<file path="src/hw/rtl/sfd_pkg.sv">
// Shared types and constants for the serial-bus frame decoder.
package sfd_pkg;

    localparam int COUNT_WIDTH = 32;
    localparam int OUT_COUNT_W = 32;

    localparam int NUM_CH     = 16;
    localparam int CH_W       = 11;
    localparam int CH_IDX_W   = 4;
    localparam int DATA_BYTES = 22;
    localparam int CHAN_BITS  = DATA_BYTES * 8;
    localparam int FLAG_W     = 4;

    localparam logic [4:0] POS_HEADER    = 5'd0;
    localparam logic [4:0] POS_LAST_DATA = 5'd22;
    localparam logic [4:0] POS_FLAGS     = 5'd23;
    localparam logic [4:0] POS_FOOTER    = 5'd24;

    localparam logic [7:0] FOOTER_A        = 8'h00;
    localparam logic [7:0] FOOTER_B        = 8'h04;
    localparam logic [7:0] START_BYTE_RST  = 8'h0F;

    localparam logic [CH_IDX_W-1:0] LAST_CH = CH_IDX_W'(NUM_CH - 1);

    localparam int Q_DEPTH = 2;
    localparam int Q_AW    = (Q_DEPTH > 1) ? $clog2(Q_DEPTH) : 1;
    localparam int Q_CW    = $clog2(Q_DEPTH + 1);

    // One decoded good frame waiting to be split into channel transactions.
    typedef struct packed {
        logic [CHAN_BITS-1:0]   chan_bits;
        logic [FLAG_W-1:0]      flags;
        logic [OUT_COUNT_W-1:0] good_count;
        logic [OUT_COUNT_W-1:0] bad_count;
    } t_frame;

endpackage

</file>
<file path="src/hw/rtl/sfd_front.sv">
// Byte collector: frame sync, header/footer check and frame counters.
module sfd_front import sfd_pkg::*; (
    input  logic         i_clk,
    input  logic         i_rst_n,
    input  logic         i_cfg_wr_en,
    input  logic [7:0]   i_cfg_wr_data,
    input  logic         s_axis_tvalid,
    output logic         s_axis_tready,
    input  logic [7:0]   s_axis_tdata,
    input  logic         i_full,
    output logic         o_push,
    output t_frame       o_frame
);

    logic [7:0]             r_start_byte;
    logic [4:0]             r_pos;
    logic [7:0]             r_header;
    logic [CHAN_BITS-1:0]   r_chan;
    logic [FLAG_W-1:0]      r_flags;
    logic [COUNT_WIDTH-1:0] r_good;
    logic [COUNT_WIDTH-1:0] r_bad;
    logic [COUNT_WIDTH-1:0] n_good;
    logic [COUNT_WIDTH-1:0] n_bad;
    logic                   accept;
    logic                   frame_ok;

    // Only the footer byte can need queue space, so only it waits on a full queue.
    assign s_axis_tready = !((r_pos == POS_FOOTER) && i_full);
    assign accept        = s_axis_tvalid && s_axis_tready;

    assign frame_ok = (r_header == r_start_byte) &&
                      ((s_axis_tdata == FOOTER_A) || (s_axis_tdata == FOOTER_B));
    assign n_good   = r_good + 1'b1;
    assign n_bad    = r_bad + 1'b1;

    assign o_push             = accept && (r_pos == POS_FOOTER) && frame_ok;
    assign o_frame.chan_bits  = r_chan;
    assign o_frame.flags      = r_flags;
    assign o_frame.good_count = OUT_COUNT_W'(n_good);
    assign o_frame.bad_count  = OUT_COUNT_W'(r_bad);

    always_ff @(posedge i_clk) begin
        if (!i_rst_n) begin
            r_start_byte <= START_BYTE_RST;
            r_pos        <= POS_HEADER;
            r_good       <= '0;
            r_bad        <= '0;
        end else begin
            if (i_cfg_wr_en) begin
                r_start_byte <= i_cfg_wr_data;
            end
            if (accept) begin
                if (r_pos == POS_HEADER) begin
                    if (s_axis_tdata == r_start_byte) begin
                        r_header <= s_axis_tdata;
                        r_pos    <= r_pos + 5'd1;
                    end
                end else if (r_pos <= POS_LAST_DATA) begin
                    // Bytes shift in from the top, so byte 1 ends up in the lowest bits.
                    r_chan <= {s_axis_tdata, r_chan[CHAN_BITS-1:8]};
                    r_pos  <= r_pos + 5'd1;
                end else if (r_pos == POS_FLAGS) begin
                    r_flags <= s_axis_tdata[FLAG_W-1:0];
                    r_pos   <= r_pos + 5'd1;
                end else begin
                    r_pos <= POS_HEADER;
                    if (frame_ok) begin
                        r_good <= n_good;
                    end else begin
                        r_bad <= n_bad;
                    end
                end
            end
        end
    end

endmodule

</file>
<file path="src/hw/rtl/sfd_fifo.sv">
// Short frame queue between the byte collector and the channel emitter.
module sfd_fifo import sfd_pkg::*; (
    input  logic   i_clk,
    input  logic   i_rst_n,
    input  logic   i_push,
    input  t_frame i_data,
    output logic   o_full,
    output logic   o_valid,
    output t_frame o_data,
    input  logic   i_pop
);

    t_frame            r_mem [Q_DEPTH];
    logic [Q_AW-1:0]   r_wr_ptr;
    logic [Q_AW-1:0]   r_rd_ptr;
    logic [Q_CW-1:0]   r_count;
    logic              do_push;
    logic              do_pop;

    assign o_full  = (r_count == Q_CW'(Q_DEPTH));
    assign o_valid = (r_count != '0);
    assign o_data  = r_mem[r_rd_ptr];
    assign do_push = i_push && !o_full;
    assign do_pop  = i_pop && o_valid;

    always_ff @(posedge i_clk) begin
        if (do_push) begin
            r_mem[r_wr_ptr] <= i_data;
        end
    end

    always_ff @(posedge i_clk) begin
        if (!i_rst_n) begin
            r_wr_ptr <= '0;
            r_rd_ptr <= '0;
            r_count  <= '0;
        end else begin
            if (do_push) begin
                r_wr_ptr <= (r_wr_ptr == Q_AW'(Q_DEPTH - 1)) ? '0 : r_wr_ptr + 1'b1;
            end
            if (do_pop) begin
                r_rd_ptr <= (r_rd_ptr == Q_AW'(Q_DEPTH - 1)) ? '0 : r_rd_ptr + 1'b1;
            end
            if (do_push && !do_pop) begin
                r_count <= r_count + 1'b1;
            end else if (do_pop && !do_push) begin
                r_count <= r_count - 1'b1;
            end
        end
    end

endmodule

</file>
<file path="src/hw/rtl/sfd_back.sv">
// Channel emitter: splits one queued frame into sixteen channel transactions.
module sfd_back import sfd_pkg::*; (
    input  logic                   i_clk,
    input  logic                   i_rst_n,
    input  logic                   i_q_valid,
    input  t_frame                 i_q_frame,
    output logic                   o_pop,
    output logic                   m_axis_tvalid,
    input  logic                   m_axis_tready,
    output logic [CH_IDX_W-1:0]    o_channel_index,
    output logic [CH_W-1:0]        o_channel_value,
    output logic [FLAG_W-1:0]      o_flags,
    output logic [OUT_COUNT_W-1:0] o_good_count,
    output logic [OUT_COUNT_W-1:0] o_bad_count,
    output logic                   m_axis_tlast
);

    logic                   r_busy;
    logic [CH_IDX_W-1:0]    r_idx;
    logic [CHAN_BITS-1:0]   r_bits;
    logic [FLAG_W-1:0]      r_flags;
    logic [OUT_COUNT_W-1:0] r_good;
    logic [OUT_COUNT_W-1:0] r_bad;
    logic                   accept;
    logic                   finish;
    logic                   load;

    assign accept = r_busy && m_axis_tready;
    assign finish = accept && (r_idx == LAST_CH);
    // A new frame loads in the same cycle the last channel leaves, so runs abut.
    assign load   = (!r_busy || finish) && i_q_valid;
    assign o_pop  = load;

    assign m_axis_tvalid   = r_busy;
    assign m_axis_tlast    = (r_idx == LAST_CH);
    assign o_channel_index = r_idx;
    assign o_channel_value = r_bits[CH_W-1:0];
    assign o_flags         = r_flags;
    assign o_good_count    = r_good;
    assign o_bad_count     = r_bad;

    always_ff @(posedge i_clk) begin
        if (!i_rst_n) begin
            r_busy <= 1'b0;
            r_idx  <= '0;
        end else if (load) begin
            r_busy  <= 1'b1;
            r_idx   <= '0;
            r_bits  <= i_q_frame.chan_bits;
            r_flags <= i_q_frame.flags;
            r_good  <= i_q_frame.good_count;
            r_bad   <= i_q_frame.bad_count;
        end else if (finish) begin
            r_busy <= 1'b0;
            r_idx  <= '0;
        end else if (accept) begin
            r_idx  <= r_idx + 1'b1;
            r_bits <= r_bits >> CH_W;
        end
    end

`ifndef NO_ASSERTIONS
    a_idx_steps: assert property (@(posedge i_clk) disable iff (!i_rst_n)
        (accept && (r_idx != LAST_CH)) |=>
            (r_busy && (r_idx == $past(r_idx) + 1'b1)))
        else $error("channel index did not advance by one");

    a_run_ends: assert property (@(posedge i_clk) disable iff (!i_rst_n)
        (finish && !i_q_valid) |=> !r_busy)
        else $error("emitter stayed busy after the last channel with no frame queued");

    a_count_steady: assert property (@(posedge i_clk) disable iff (!i_rst_n)
        (accept && (r_idx != LAST_CH)) |=> $stable(r_good) && $stable(r_bad))
        else $error("frame counts changed inside a channel run");

    a_pop_when_free: assert property (@(posedge i_clk) disable iff (!i_rst_n)
        o_pop |-> (i_q_valid && (!r_busy || finish)))
        else $error("queue popped while a frame was still being emitted");
`endif

endmodule

</file>
<file path="src/hw/rtl/sbus_frame_decoder.sv">
// After its footer byte, a good frame goes through the frame queue into the emitter registers.
// Throughput: one byte per cycle in; one channel per cycle out while ready, 16 per good frame.
// The input stalls only on a footer byte while two decoded frames wait in the queue.
// Reset is synchronous, active low: frame sync, both counters and the queue clear,
// and the start byte returns to 0x0F.
module sbus_frame_decoder import sfd_pkg::*; (
    input  logic        i_clk,
    input  logic        i_rst_n,
    input  logic        i_cfg_wr_en,
    input  logic [7:0]  i_cfg_wr_data,
    input  logic        s_axis_tvalid,
    output logic        s_axis_tready,
    input  logic [7:0]  s_axis_tdata,   // [7:0] rx_byte
    output logic        m_axis_tvalid,
    input  logic        m_axis_tready,
    // [3:0] channel_index, [14:4] channel_value, [15] aux_channel_17,
    // [16] aux_channel_18, [17] frame_drop, [18] failsafe,
    // [50:19] good_frame_count, [82:51] bad_frame_count, [87:83] zero
    output logic [87:0] m_axis_tdata,
    output logic        m_axis_tlast    // last_channel
);

    logic                   push;
    t_frame                 push_frame;
    logic                   q_full;
    logic                   q_valid;
    t_frame                 q_frame;
    logic                   pop;
    logic [CH_IDX_W-1:0]    channel_index;
    logic [CH_W-1:0]        channel_value;
    logic [FLAG_W-1:0]      flags;
    logic [OUT_COUNT_W-1:0] good_count;
    logic [OUT_COUNT_W-1:0] bad_count;

    sfd_front u_front (
        .i_clk         (i_clk),
        .i_rst_n       (i_rst_n),
        .i_cfg_wr_en   (i_cfg_wr_en),
        .i_cfg_wr_data (i_cfg_wr_data),
        .s_axis_tvalid (s_axis_tvalid),
        .s_axis_tready (s_axis_tready),
        .s_axis_tdata  (s_axis_tdata),
        .i_full        (q_full),
        .o_push        (push),
        .o_frame       (push_frame)
    );

    sfd_fifo u_fifo (
        .i_clk   (i_clk),
        .i_rst_n (i_rst_n),
        .i_push  (push),
        .i_data  (push_frame),
        .o_full  (q_full),
        .o_valid (q_valid),
        .o_data  (q_frame),
        .i_pop   (pop)
    );

    sfd_back u_back (
        .i_clk           (i_clk),
        .i_rst_n         (i_rst_n),
        .i_q_valid       (q_valid),
        .i_q_frame       (q_frame),
        .o_pop           (pop),
        .m_axis_tvalid   (m_axis_tvalid),
        .m_axis_tready   (m_axis_tready),
        .o_channel_index (channel_index),
        .o_channel_value (channel_value),
        .o_flags         (flags),
        .o_good_count    (good_count),
        .o_bad_count     (bad_count),
        .m_axis_tlast    (m_axis_tlast)
    );

    assign m_axis_tdata = {5'd0, bad_count, good_count, flags, channel_value, channel_index};

endmodule

</file>
<file path="config.mk">
export PLATFORM = sky130hd
export DESIGN_NAME = sbus_frame_decoder
export DESIGN_NICKNAME = d
export VERILOG_FILES = /design/src/hw/rtl/sfd_pkg.sv /design/src/hw/rtl/sfd_front.sv /design/src/hw/rtl/sfd_fifo.sv /design/src/hw/rtl/sfd_back.sv /design/src/hw/rtl/sbus_frame_decoder.sv
export SDC_FILE = /design/constraint.sdc
export NUM_CORES = 1
export LEC_CHECK = 0
export ABC_AREA = 1
export ABC_CLOCK_PERIOD_IN_PS = 18470
export CELL_PAD_IN_SITES_DETAIL_PLACEMENT = 2
export CELL_PAD_IN_SITES_GLOBAL_PLACEMENT = 2
export CORE_ASPECT_RATIO = 0.5
export CORE_UTILIZATION = 45
export DETAILED_ROUTE_END_ITERATION = 8
export DONT_BUFFER_PORTS = 1
export GPL_TIMING_DRIVEN = 1
export PLACE_DENSITY_LB_ADDON = 0.1
export SETUP_SLACK_MARGIN = 0.5
export SYNTH_ARGS = -nofsm -noshare
export SYNTH_HDL_FRONTEND = slang
export SYNTH_SLANG_ARGS = --single-unit
</file>
<file path="constraint.sdc">
create_clock -name i_clk -period 18.47 [get_ports i_clk]
set_input_delay 3.694 -clock i_clk [delete_from_list [all_inputs] [get_ports i_clk]]
set_output_delay 3.694 -clock i_clk [all_outputs]
set_load 0.05 [all_outputs]
</file>
==> metrics.md, run 1 <==
| Metric | Value |
|---|---|
| Mapped Area | `37700 sq um` |
| Error | `[ERROR DPL-0033] detailed placement checks failed during check placement.` |
| IO Port Bufs | `0` |
| Average size of a mapped cell | `13.2 sq um` |
| Synth Register Bits | `1007` |
| Seq/Total Area, Yosys | `77.8%` |
| Syn. warnings | `0` |
| # IOs | `112` |
| Post-Syn Instances | `2868` |
| Routability cong. | `0.765` |
| Status | `did not finish` |
| Synth area leader | `edfxtp_1` |
| Die extent in y | `207 microns` |
| Initial core utilization | `45.9%` |
| Area contributors post-synth | `edfxtp_1 (73%), nand2_1 (8.9%), dfxtp_1 (4.6%)` |
| Hpwl dp | `69.2 mm` |
| Horiz. Die Dim | `412 microns` |
| Failed at | `detailed placement` |
| Row cnt | `74` |
| Synth unique cells | `38` |
| Synth top area share | `73.2%` |
metrics by stage:
step / std cells / setup WS [ns]
global placement: 3866 / 9.95
floorplan: 2872 / 1.66
cells in the mapped netlist:
cell and count:
buf_2 25, nand2_8 3, inv_1 84, nor2_2 3, nor2_8 2, edfxtp_1 920, clkbuf_1 60, or2_2 2
buf_12 1, xnor2_1 13, nor3_1 4, nor2_1 340, nand3_2 1, nor3_2 1, buf_6 15, nand3b_1 14
nand3_1 46, nand4_1 7, inv_2 10, nand2_1 895, a21oi_1 50, conb_1 1, a21oi_2 10, buf_1 5
o21a_1 1, nand2_4 3, o21ai_2 1, buf_4 21, xor2_1 23, ha_1 7, nor2_4 5, inv_8 1
o21ai_1 7, o21ai_0 23, inv_4 1, dfxtp_1 87, a31oi_1 165, nand2_2 11
cell families after synthesis:
| group | share of synthesized area (%) |
|---|---|
| and+or+nand+nor | 14.2 |
| DFF | 77.8 |
| AOI/OAI and AO/OA | 4.07 |
| buffers and inverters | 2.88 |
| xor gates and xnor gates | 0.835 |
| adders and majority gates | 0.232 |
| other | 0.00994 |
==> run 2: changes to the inputs <==
Settings changed: CELL_PAD_IN_SITES_DETAIL_PLACEMENT 2 to not set, CELL_PAD_IN_SITES_GLOBAL_PLACEMENT 2 to not set, CORE_ASPECT_RATIO 0.5 to not set, CORE_UTILIZATION 45 to 40, PLACE_DENSITY_LB_ADDON 0.1 to 0.15, SETUP_SLACK_MARGIN 0.5 to not set.
==> run 2 against run 1 <==
Compared with the run above:
- synthesized cell count unchanged
- the flow now finishes without violations
- synthesized area did not move
==> metrics.md, run 2 <==
| Metric | Value |
|---|---|
| Slew Viols, Final | `0` |
| Initial DRC count | `1475` |
| Critical Path Source | `m_axis_tready` |
| DRT Pass-1 Iters | `5` |
| Drt drc | `0` |
| CP endpoint kind | `flop` |
| Post-synth top cells | `edfxtp_1 (920), nand2_1 (895), nor2_1 (340) (unchanged)` |
| Power Density | `138 nW/um^2` |
| Min Tclk post-route | `6.77 ns` |
| Period Utilization, post-route | `36.7%` |
| CTS root buffer | `clkbuf_16` |
| Seq/Total Area, Yosys | `77.8% (unchanged)` |
| GRT Total Usage | `16.1%` |
| Worst setup margin | `11.70 ns` |
| RSZ-0062 raised after global routing | `no` |
| DR WL/cell | `18.3 microns` |
| Hpwl dp | `41.8 mm (was 69.2 mm)` |
| Layout fillers | `8392` |
| Fmax | `148 MHz` |
| Worst Tran Pin Value | `1.18 ns` |
| Status | `complete, no violations (was did not finish)` |
| Most flop-heavy register | `u_fifo.r_mem` |
| Max FFs per register | `488` |
| Vias/cell | `4.91` |
| CP Class | `input port to flop` |
| CTS max path bufs | `3` |
| Die area | `95600 sq um` |
| Routability cong. | `0.856 (was 0.765)` |
| Flop2flop setup slack | `13.21 ns` |
| Crit path max fanout | `145` |
| Core Box Area | `93300 sq um` |
| Area grow syn2layout | `11.3%` |
| CTS tree | `yes` |
| Commonest non-fill, non-tap cell in the layout | `edfxtp_1` |
| Worst EP arrival | `7.06 ns` |
| Biggest regs | `u_fifo.r_mem: 488 flops, u_back.r_bits: 176 flops, u_front.r_chan: 176 flops` |
| Initial antenna violation count | `1` |
| Design Area, Final | `42000 sq um` |
| Setup Skew | `0.0307 ns` |
| IO Port Bufs | `0 (unchanged)` |
| Post-synth ARST share | `0% (unchanged)` |
| Leak pwr | `14.5 nW` |
| Row cnt | `112 (was 74)` |
| Synth unique cells | `38 (unchanged)` |
| # setup viols final | `0` |
| Area of the multi-input gates | `7330 sq um` |
| Synth area leader | `edfxtp_1 (unchanged)` |
| Max cap viols | `0` |
| Vias in the first global route | `20800` |
| Total wire length | `76.8 mm` |
| Hold Crit Class | `flop to flop` |
| Max_slew headroom | `21.3%` |
| Min-delay src | `u_fifo.r_rd_ptr` |
| CTS clk-pin slew, worst paths | `0.06 ns` |
| Post-CTS Setup Inserts | `0` |
| Grt ovf | `0` |
| Syn. warnings | `0 (unchanged)` |
| Reg-to-reg startpoint | `u_back.o_channel_index[1]` |
| H-tree depth reported by CTS | `3` |
| Post-route ant nets | `0` |
| Post-cts sizing count | `0` |
| Num CTS Buffers | `102` |
| Sequential cell area | `29400 sq um` |
| Critical Path RT | `18.76 ns` |
| Setup crit start kind | `input port` |
| Routed vias | `20600` |
| Post-synth EDFFs | `920 (unchanged)` |
| Count leader, synth | `edfxtp_1 (unchanged)` |
| Synth Flop Type | `edfxtp_1 (unchanged)` |
| Hold-fix buffers at CTS | `0` |
| Synth Register Bits | `1007 (unchanged)` |
| First-pass GRT wire length | `119 mm` |
| Diodes inserted | `0` |
| Worst-Skew Late Latency | `0.68 ns` |
| # clock sinks | `1007` |
| Horiz. Die Dim | `309 microns (was 412 microns)` |
| Area contributors post-synth | `edfxtp_1 (73%), nand2_1 (8.9%), dfxtp_1 (4.6%) (unchanged)` |
| Post-Syn Instances | `2868 (unchanged)` |
| Worst slack at placement | `10.90 ns` |
| Final Hold Fails | `0` |
| Average size of a mapped cell | `13.2 sq um (unchanged)` |
| Worst IR Drop VDD | `0.000152 V` |
| Largest net degree at the start of global routing | `169` |
| Initial core utilization | `40.4% (was 45.9%)` |
| Layout cells sized above 1 | `7.29%` |
| Commonest non-fill, non-tap cells in the layout | `edfxtp_1 (920), nand2_1 (895), nor2_1 (337)` |
| Mapped Area | `37700 sq um (unchanged)` |
| Synth top area share | `73.2% (unchanged)` |
| Die extent in y | `309 microns (was 207 microns)` |
| Total Negative Setup Slacks | `0 ns` |
| Dpl cell area | `38800 sq um` |
| # IOs | `112 (unchanged)` |
| Final nets | `2894` |
run 2: cell counts after synthesis:
Identical to the previous run, type by type.
run 2: power breakdown:
| part | leakage [nW] | switching (mW) | internal [mW] |
|---|---|---|---|
| Clock | 1.55 | 0.849 | 1.13 |
| Combinational | 3.67 | 0.584 | 0.208 |
| Sequential | 9.25 | 0.250 | 2.79 |
| Total | 14.5 | 1.68 | 4.12 |
run 2: kinds of logic (layout without fill, tap and decap cells):
group	Yosys count	in the layout	share of synthesized area, %
xor+xnor	36	36	0.835
flops	1007	1007	77.8
fa+ha+maj	7	7	0.232
compound gates	257	257	4.07
other cells	1	5	0.00994
buf+inv	223	299	2.88
simple gates	1337	1337	14.2
run 2: critical path, stage by stage:
cell     delay (ns)
nand2_1        0.10
inv_2          0.25
nand2_1        0.13
nand2_1        0.18
o21ai_2        0.13
inv_8          0.56
a21oi_1        0.16
nor2_4         0.14
buf_4          0.74
buf_4          0.87
run 2: area by class of cell:
cell class | instances | share of cell area [%]
Inverter | 96 | 0.935
Timing Repair Buffer | 17 | 0.393
Sequential cell | 1007 | 69.9
Tap cell | 1254 | 3.73
Clock inverter | 43 | 0.866
Clock buffer | 143 | 6.73
Multi-Input combinational cell | 1642 | 17.4
run 2: path summary, 6_finish.rpt:
path,cells after the start,endpoint
worst min register to register,1,flop
worst max register to register,11,u_back.r_bits[29]
worst max-delay path,10,u_back.r_bits[29]
worst min-delay path,1,flop
run 2: routing by layer:
layer	share of wire, %	global-route usage [%]
met5	0	0
met4	2.4	4.93
met3	4.9	3.67
met2	48	27.2
met1	44	20.6
run 2: stage by stage:
step	cells	utilization (%)	power (mW)	hold WS, ns
after global routing	4202	45.0	6.07	0.460
after detailed placement	4015	41.6	3.90	0.430
after global placement	4015	41.6	3.89	0.425
final	4202	45.0	5.80	0.439
after floorplan	2872	-	3.69	0.421
after CTS	4201	45.0	5.89	0.442
Power figures use the tool's default switching activity.
==> run 3: changes to the inputs <==
Settings changed: ABC_CLOCK_PERIOD_IN_PS 18470 to 6400.
Clock period 18.47 ns to 6.4 ns, I/O delays scaled along.
==> run 3 against run 2 <==
Compared with the run above:
- first-iteration DRC count down 2.8%
- total power rose to 2.9 times the previous value
- die area unchanged
- cell count about the same
- core utilization up 0.14 points
- register-to-register slack worse by 11 ns
- largest cell class unchanged
- critical path type is now flop to flop
- hold slack better by 0.0094 ns
==> metrics.md, run 3 (synthesized netlist as in run 2, its figures left out) <==
| Metric | Value |
|---|---|
| Status | `complete, no violations (unchanged)` |
| Grt ovf | `0 (unchanged)` |
| Initial antenna violation count | `0 (was 1)` |
| Max_slew headroom | `24.9% (was 21.3%)` |
| Layout Cells excl Fill | `4206 (was 4202)` |
| Power Density | `397 nW/um^2 (was 138 nW/um^2)` |
| Crit path max fanout | `92 (was 145)` |
| Hold-fix buffers at CTS | `0 (unchanged)` |
| Critical Path Source | `u_back.o_channel_index[0] (was m_axis_tready)` |
| Commonest non-fill, non-tap cell in the layout | `edfxtp_1 (unchanged)` |
| Worst EP arrival | `4.78 ns (was 7.06 ns)` |
| Global route hottest layer | `met2 (unchanged)` |
| Worst IR Drop VDD | `0.000391 V (was 0.000152 V)` |
| Initial DRC count | `1434 (was 1475)` |
| Max FFs per register | `488 (unchanged)` |
| Area grow syn2layout | `11.7% (was 11.3%)` |
| DR WL/cell | `17.5 microns (was 18.3 microns)` |
| Commonest non-fill, non-tap cells in the layout | `edfxtp_1 (920), nand2_1 (895), nor2_1 (337) (unchanged)` |
| Fmax | `223 MHz` |
| DRT Pass-1 Iters | `6 (was 5)` |
| CTS root buffer | `clkbuf_16 (unchanged)` |
| Max cap viols | `0 (unchanged)` |
| Most flop-heavy register | `u_fifo.r_mem (unchanged)` |
| Met2 Usage GRT | `26.7% (was 27.2%)` |
| Post-route ant nets | `0 (unchanged)` |
| Diodes inserted | `0 (unchanged)` |
| Final Hold Fails | `0 (unchanged)` |
| Flop pwr share | `52.0% (was 52.3%)` |
| Vias/cell | `4.89 (was 4.91)` |
| # clock sinks | `1007 (unchanged)` |
| Initial core utilization | `40.4% (unchanged)` |
| Drt drc | `0 (unchanged)` |
| # IOs | `112 (unchanged)` |
| Biggest regs | `u_fifo.r_mem: 488 flops, u_back.r_bits: 176 flops, u_front.r_chan: 176 flops (unchanged)` |
| Vias in the first global route | `20900 (was 20800)` |
| Total Negative Setup Slacks | `0 ns (unchanged)` |
| Post-CTS Setup Inserts | `0 (unchanged)` |
| IO Port Bufs | `0 (unchanged)` |
| Num CTS Buffers | `104 (was 102)` |
| Setup Skew | `0.0406 ns (was 0.0307 ns)` |
| Crit-path slowest cell | `dfxtp_1 (was buf_4)` |
| Largest net degree at the start of global routing | `205 (was 169)` |
| NetSw | `4.83 mW (was 1.68 mW)` |
| Die area | `95600 sq um (unchanged)` |
| Flop2flop setup slack | `1.93 ns (was 13.21 ns)` |
| CP endpoint kind | `flop (unchanged)` |
| Leak pwr | `14.5 nW (about the same)` |
| Layout cells sized above 1 | `7.52% (was 7.29%)` |
| CTS max path bufs | `3 (unchanged)` |
| Total wire length | `73.8 mm (was 76.8 mm)` |
| Clock share of power | `34.1% (was 34.0%)` |
| Sw frac | `28.9% (was 29.0%)` |
| CP Class | `flop to flop (was input port to flop)` |
| Min Tclk post-route | `4.47 ns` |
| Placed Cells | `4015 (unchanged)` |
| Critical path depth | `10 (unchanged)` |
| CP cell instances | `ha_1, nand2_1, nor2_2, nand2_1, nand2_1, o21ai_2, inv_8, a21oi_1, nor2_4, buf_12 (was nand2_1, inv_2, nand2_1, nand2_1, o21ai_2, inv_8, a21oi_1, nor2_4, buf_4, buf_4)` |
| Setup crit start kind | `flop (was input port)` |
| Reg-to-reg startpoint | `u_back.o_channel_index[0] (was u_back.o_channel_index[1])` |
| Horiz. Die Dim | `309 microns (unchanged)` |
| Worst Tran Pin Value | `1.13 ns (was 1.18 ns)` |
| Reg2Reg Capture Point | `u_back.r_bits[167] (was u_back.r_bits[29])` |
| Final nets | `2895 (was 2894)` |
| Core Box Area | `93300 sq um (unchanged)` |
| CP top delay family | `simple AND/OR/NAND/NOR gates (was buffers and inverters)` |
| Reg2reg path depth | `10 (was 11)` |
| Internal | `11.9 mW (was 4.12 mW)` |
| Worst-Skew Late Latency | `0.68 ns (about the same)` |
| Routability cong. | `0.835 (was 0.856)` |
| CTS clk-pin slew, worst paths | `0.06 ns (about the same)` |
| GRT Total Usage | `15.6% (was 16.1%)` |
| Row cnt | `112 (unchanged)` |
| Die extent in y | `309 microns (unchanged)` |
| Post-cts sizing count | `0 (unchanged)` |
| CP dominant cell by count | `nand2_1 (unchanged)` |
| Comb power frac | `14.0% (was 13.6%)` |
| CP max stage delay | `0.70 ns (was 0.87 ns)` |
| GR Util met1 | `19.9% (was 20.6%)` |
| RSZ-0062 raised after global routing | `no (unchanged)` |
| Hold Crit Class | `flop to flop (unchanged)` |
| First-pass GRT wire length | `116 mm (was 119 mm)` |
| H-tree depth reported by CTS | `3 (unchanged)` |
| CTS tree | `yes (unchanged)` |
| Critical Path RT | `6.70 ns (was 18.76 ns)` |
| Routed vias | `20600 (about the same)` |
| # setup viols final | `0 (unchanged)` |
| GRT met3 Usage | `3.38% (was 3.67%)` |
| Critical Path Sink | `u_back.r_bits[167] (was u_back.r_bits[29])` |
| Critical path buffers and inverters | `2 (was 4)` |
| Hpwl dp | `39.8 mm (was 41.8 mm)` |
| Period Utilization, post-route | `69.9%` |
| Slew Viols, Final | `0 (unchanged)` |
[run 3: worst register-to-register path: cells and delay by family (launching register included)]
kind	cells	cell delay, ns
AO/OA/AOI/OAI	2	0.45
flip-flops	1	0.70
buffers and inverters	2	0.92
adder cells (fa/ha/maj)	1	0.32
AND/OR/NAND/NOR	5	1.68
[run 3: through the flow]
stage	utilization, %	hold WS (ns)	setup WS, ns	total power [mW]	area, sq um
floorplan	-	0.421	0.143	10.6	37800
global placement	41.7	0.425	1.93	11.2	38900
detailed placement	41.7	0.433	1.92	11.2	38900
CTS	45.2	0.440	1.89	17.0	42100
global route	45.2	0.457	1.73	17.5	42200
finish	45.2	0.448	1.93	16.7	42200
[run 3: routing by layer]
layer	part of all wire, %	up-vias
met3	4.4	121
met1	44	10200
met5	0	-
li1	-	9959
met2	49	343
met4	2.0	0
[run 3: layout make-up]
class | count | area (sq um)
Clock buffer | 134 | 2750
Clock inverter | 57 | 499
Fill cell | 8384 | 51200
Inverter | 96 | 389
Multi-Input combinational cell | 1642 | 7340
Sequential cell | 1007 | 29400
Tap cell | 1254 | 1570
Timing Repair Buffer | 16 | 233
[run 3: worst min-delay path by stage]
stage	to	slack [ns]	startpoint	depth (start not counted)
CTS	u_fifo.r_mem[0][205]	0.44	u_front.r_chan[137]	0
floorplan	u_fifo.r_mem[0][64]	0.42	u_front.r_flags[0]	0
finish	u_fifo.r_mem[0][71]	0.45	u_front.r_chan[3]	0
global route	u_fifo.r_mem[0][71]	0.46	u_front.r_chan[3]	0
detailed placement	u_fifo.r_mem[1][68]	0.43	u_front.r_chan[0]	0
global placement	u_fifo.r_mem[0][71]	0.42	u_front.r_chan[3]	0
[run 3: power groups by stage]
stage / combinational (mW) / sequential, mW / clock [mW]
2_1_floorplan: 1.95 / 8.62 / 0
3_3_place_gp: 2.36 / 8.84 / 0
3_5_place_dp: 2.40 / 8.84 / 0
4_1_cts: 2.41 / 8.71 / 5.87
5_1_grt: 2.68 / 8.75 / 6.11
6_report: 2.33 / 8.69 / 5.70
==> run 4: changes to the inputs <==
Settings changed: ABC_AREA 1 to 0, ABC_CLOCK_PERIOD_IN_PS 6400 to 3900.
Clock period 6.4 ns to 3.9 ns, I/O delays scaled along.
==> run 4 against run 3 <==
Compared with the run above:
- maximum frequency rose by 52%
- non-clock buffer count increased by 23
- setup slack got worse by 0.96 ns
- register-to-register slack lost 0.96 ns
- sequential share of layout area up 0.36 points
- via count fell by 15%
- cell count down 18%
==> metrics.md, run 4 <==
| Metric | Value |
|---|---|
| Post-synth top cells | `edfxtp_1 (920), nor2_1 (253), mux2i_1 (190) (was edfxtp_1 (920), nand2_1 (895), nor2_1 (340))` |
| Vias in the first global route | `18200 (was 20900)` |
| Crit-path slowest cell | `and2_4 (was dfxtp_1)` |
| Final Hold Fails | `0 (unchanged)` |
| CP Class | `flop to flop (unchanged)` |
| H-tree depth reported by CTS | `3 (unchanged)` |
| CP endpoint kind | `flop (unchanged)` |
| RSZ-0062 raised after global routing | `no (unchanged)` |
| Mapped Area | `36800 sq um (was 37700 sq um)` |
| Min Tclk post-route | `2.93 ns (was 4.47 ns)` |
| Reg2reg path depth | `6 (was 10)` |
| CTS tree | `yes (unchanged)` |
| CP max stage delay | `0.52 ns (was 0.70 ns)` |
| Max_slew headroom | `27.1% (was 24.9%)` |
| Synth Flop Type | `edfxtp_1 (unchanged)` |
| CTS root buffer | `clkbuf_16 (unchanged)` |
| Diodes inserted | `0 (unchanged)` |
| Die extent in y | `305 microns (was 309 microns)` |
| First-pass GRT wire length | `106 mm (was 116 mm)` |
| Commonest non-fill, non-tap cell in the layout | `edfxtp_1 (unchanged)` |
| Design Area, Final | `42000 sq um (was 42200 sq um)` |
| GRT Total Usage | `14.5% (was 15.6%)` |
| Max cap viols | `0 (unchanged)` |
| Final nets | `2226 (was 2895)` |
| Reg2Reg Capture Point | `u_fifo.r_mem[1][92] (was u_back.r_bits[167])` |
| Hold-fix buffers at CTS | `0 (unchanged)` |
| CP top delay family | `simple AND/OR/NAND/NOR gates (unchanged)` |
| Crit path max fanout | `29 (was 92)` |
| CTS clk-pin slew, worst paths | `0.06 ns (about the same)` |
| Routed vias | `17500 (was 20600)` |
| Core Box Area | `90600 sq um (was 93300 sq um)` |
| Power Density | `644 nW/um^2 (was 397 nW/um^2)` |
| Routability cong. | `0.772 (was 0.835)` |
| Flop2flop setup slack | `0.97 ns (was 1.93 ns)` |
| Drt drc | `0 (unchanged)` |
| Vias/cell | `5.05 (was 4.89)` |
| # setup viols final | `0 (unchanged)` |
| Synth Register Bits | `1007 (unchanged)` |
| Min-delay src | `i_rst_n (was u_front.r_chan[3])` |
| Initial core utilization | `40.6% (was 40.4%)` |
| Total wire length | `67.6 mm (was 73.8 mm)` |
| Post-synth EDFFs | `920 (unchanged)` |
| Flop pwr share | `51.2% (was 52.0%)` |
| Hold Crit Class | `input port to flop (was flop to flop)` |
| Row cnt | `110 (was 112)` |
| Post-CTS Setup Inserts | `0 (unchanged)` |
| Layout cells sized above 1 | `12.9% (was 7.52%)` |
| Seq/Total Area, Yosys | `79.8% (was 77.8%)` |
| Worst-Skew Late Latency | `0.67 ns (was 0.68 ns)` |
| Critical Path RT | `4.20 ns (was 6.70 ns)` |
| Biggest regs | `u_fifo.r_mem: 488 flops, u_back.r_bits: 176 flops, u_front.r_chan: 176 flops (unchanged)` |
| CTS max path bufs | `3 (unchanged)` |
| Total Negative Setup Slacks | `0 ns (unchanged)` |
| Slew Viols, Final | `0 (unchanged)` |
| Area contributors post-synth | `edfxtp_1 (75%), mux2i_1 (5.2%), dfxtp_1 (4.7%) (was edfxtp_1 (73%), nand2_1 (8.9%), dfxtp_1 (4.6%))` |
| Status | `complete, no violations (unchanged)` |
| Post-cts sizing count | `0 (unchanged)` |
| Initial antenna violation count | `0 (unchanged)` |
| Syn. warnings | `0 (unchanged)` |
| DR WL/cell | `19.5 microns (was 17.5 microns)` |
| NetSw | `7.07 mW (was 4.83 mW)` |
| Setup crit start kind | `flop (unchanged)` |
| # IOs | `112 (unchanged)` |
| Worst slack at placement | `0.552 ns (was 1.92 ns)` |
| Area grow syn2layout | `14.1% (was 11.7%)` |
| Worst EP arrival | `3.23 ns (was 4.78 ns)` |
| WHS | `0.211 ns (was 0.448 ns)` |
| CP cell instances | `xnor2_1, nand4_1, or3_1, a2111oi_4, and2_4, buf_4 (was ha_1, nand2_1, nor2_2, nand2_1, nand2_1, o21ai_2, inv_8, a21oi_1, nor2_4, buf_12)` |
| IO Port Bufs | `0 (unchanged)` |
| Largest net degree at the start of global routing | `199 (was 205)` |
| Leak pwr | `13.8 nW (was 14.5 nW)` |
| Post-Syn Instances | `2154 (was 2868)` |
| Power Total | `27.0 mW (was 16.7 mW)` |
| Setup Skew | `0.0247 ns (was 0.0406 ns)` |
| Post-route ant nets | `0 (unchanged)` |
| Synth unique cells | `52 (was 38)` |
| Critical path buffers and inverters | `1 (was 2)` |
| Die area | `93200 sq um (was 95600 sq um)` |
| Critical path depth | `6 (was 10)` |
| DRT Pass-1 Iters | `5 (was 6)` |
| Post-synth ARST share | `0% (unchanged)` |
| Initial DRC count | `1041 (was 1434)` |
| Critical Path Source | `u_front.r_start_byte[3] (was u_back.o_channel_index[0])` |
| Grt ovf | `0 (unchanged)` |
| Hpwl dp | `37.3 mm (was 39.8 mm)` |
| Period Utilization, post-route | `75.2% (was 69.9%)` |
| Critical Path Sink | `u_fifo.r_mem[1][92] (was u_back.r_bits[167])` |
| # clock sinks | `1007 (unchanged)` |
| Commonest non-fill, non-tap cells in the layout | `edfxtp_1 (920), nor2_1 (250), mux2i_1 (190) (was edfxtp_1 (920), nand2_1 (895), nor2_1 (337))` |
| Reg-to-reg startpoint | `u_front.r_start_byte[3] (was u_back.o_channel_index[0])` |
| Dpl cell area | `38400 sq um (was 38900 sq um)` |
| Max FFs per register | `488 (unchanged)` |
| Num CTS Buffers | `104 (unchanged)` |
| Comb power frac | `11.4% (was 14.0%)` |
| Worst IR Drop VDD | `0.000430 V (was 0.000391 V)` |
| Count leader, synth | `edfxtp_1 (unchanged)` |
| Worst Tran Pin Value | `1.09 ns (was 1.13 ns)` |
| Synth top area share | `75.1% (was 73.2%)` |
| Average size of a mapped cell | `17.1 sq um (was 13.2 sq um)` |
| Synth area leader | `edfxtp_1 (unchanged)` |
| Internal | `20.0 mW (was 11.9 mW)` |
| Most flop-heavy register | `u_fifo.r_mem (unchanged)` |
| Layout fillers | `7751 (was 8384)` |
| Fmax | `341 MHz (was 223 MHz)` |
| Clock share of power | `37.4% (was 34.1%)` |
| Worst setup margin | `0.965 ns (was 1.93 ns)` |
| Horiz. Die Dim | `305 microns (was 309 microns)` |
| Sw frac | `26.1% (was 28.9%)` |
-- run 4: cell count changes in the layout (fill, tap and decap cells not counted), sizes merged, moves of 17 or more --
cell,previous run,this run
mux2,0,69
buf,16,39
o21ai,31,13
nor3,5,22
a31oi,165,1
nand2,912,40
inv,96,16
xnor2,13,46
nor2,350,254
a21oi,60,185
xor2,23,54
mux2i,0,190
-- run 4: power by group through the flow --
stage                     sequential (mW)  clock, mW  combinational, mW
final                                13.8       10.1               3.09
after CTS                            13.9       10.4               3.22
after floorplan                      13.8          0               2.53
after global placement               14.1          0               3.19
after global routing                 13.9       10.8               3.51
after detailed placement             14.1          0               3.20
-- run 4: logic make-up after synthesis --
| kind of cell | Yosys count | share of synthesized area, % |
|---|---|---|
| multiplexers | 259 | 7.28 |
| buffers and inverters | 117 | 1.49 |
| adder cells (fa/ha/maj) | 7 | 0.238 |
| flip-flops | 1007 | 79.8 |
| XOR/XNOR | 100 | 2.38 |
| AO/OA/AOI/OAI | 207 | 2.95 |
| other | 1 | 0.0102 |
| AND/OR/NAND/NOR | 456 | 5.80 |
-- run 4: how the worst min path moves through the flow --
stage	end	slack, ns	cells past startpoint
after floorplan	u_fifo.r_mem[0][64]	0.42	0
after global placement	u_fifo.r_mem[0][66]	0.42	0
after detailed placement	u_fifo.r_mem[0][75]	0.43	0
after CTS	u_front.r_start_byte[3]	0.16	1
after global routing	u_front.r_start_byte[1]	0.17	1
final	u_front.r_start_byte[3]	0.21	1
-- run 4: area by class of cell --
cell class / instances / area, sq um / area share [%]
clock buffer: 122 / 2710 / 6.46
clock inverter: 74 / 807 / 1.92
inverter: 12 / 45.0 / 0.107
multi-input combinational: 1034 / 6990 / 16.7
sequential: 1007 / 29400 / 70.0
tap: 1176 / 1470 / 3.51
timing repair buffer: 39 / 543 / 1.29
-- run 4: per-layer routing --
| layer | part of all wire [%] | wire length (microns) | GRT usage (%) |
|---|---|---|---|
| met5 | 0 | 0 | 0 |
| met4 | 2.2 | 1500 | 4.34 |
| met3 | 3.3 | 2200 | 2.81 |
| met2 | 51 | 34100 | 24.8 |
| met1 | 44 | 29700 | 18.6 |
-- run 4: worst reg2reg max path: stages, from the launching register on --
cell and delay (ns):
dfxtp_1 0.41, xnor2_1 0.15, nand4_1 0.15, or3_1 0.50
a2111oi_4 0.35, and2_4 0.52, buf_4 0.48
-- run 4: through the flow --
stage / std cells / utilization [%]
final: 3464 / 46.3
after global routing: 3464 / 46.3
after CTS: 3464 / 46.3
after detailed placement: 3268 / 42.4
after global placement: 3268 / 42.4
after floorplan: 2158 / -
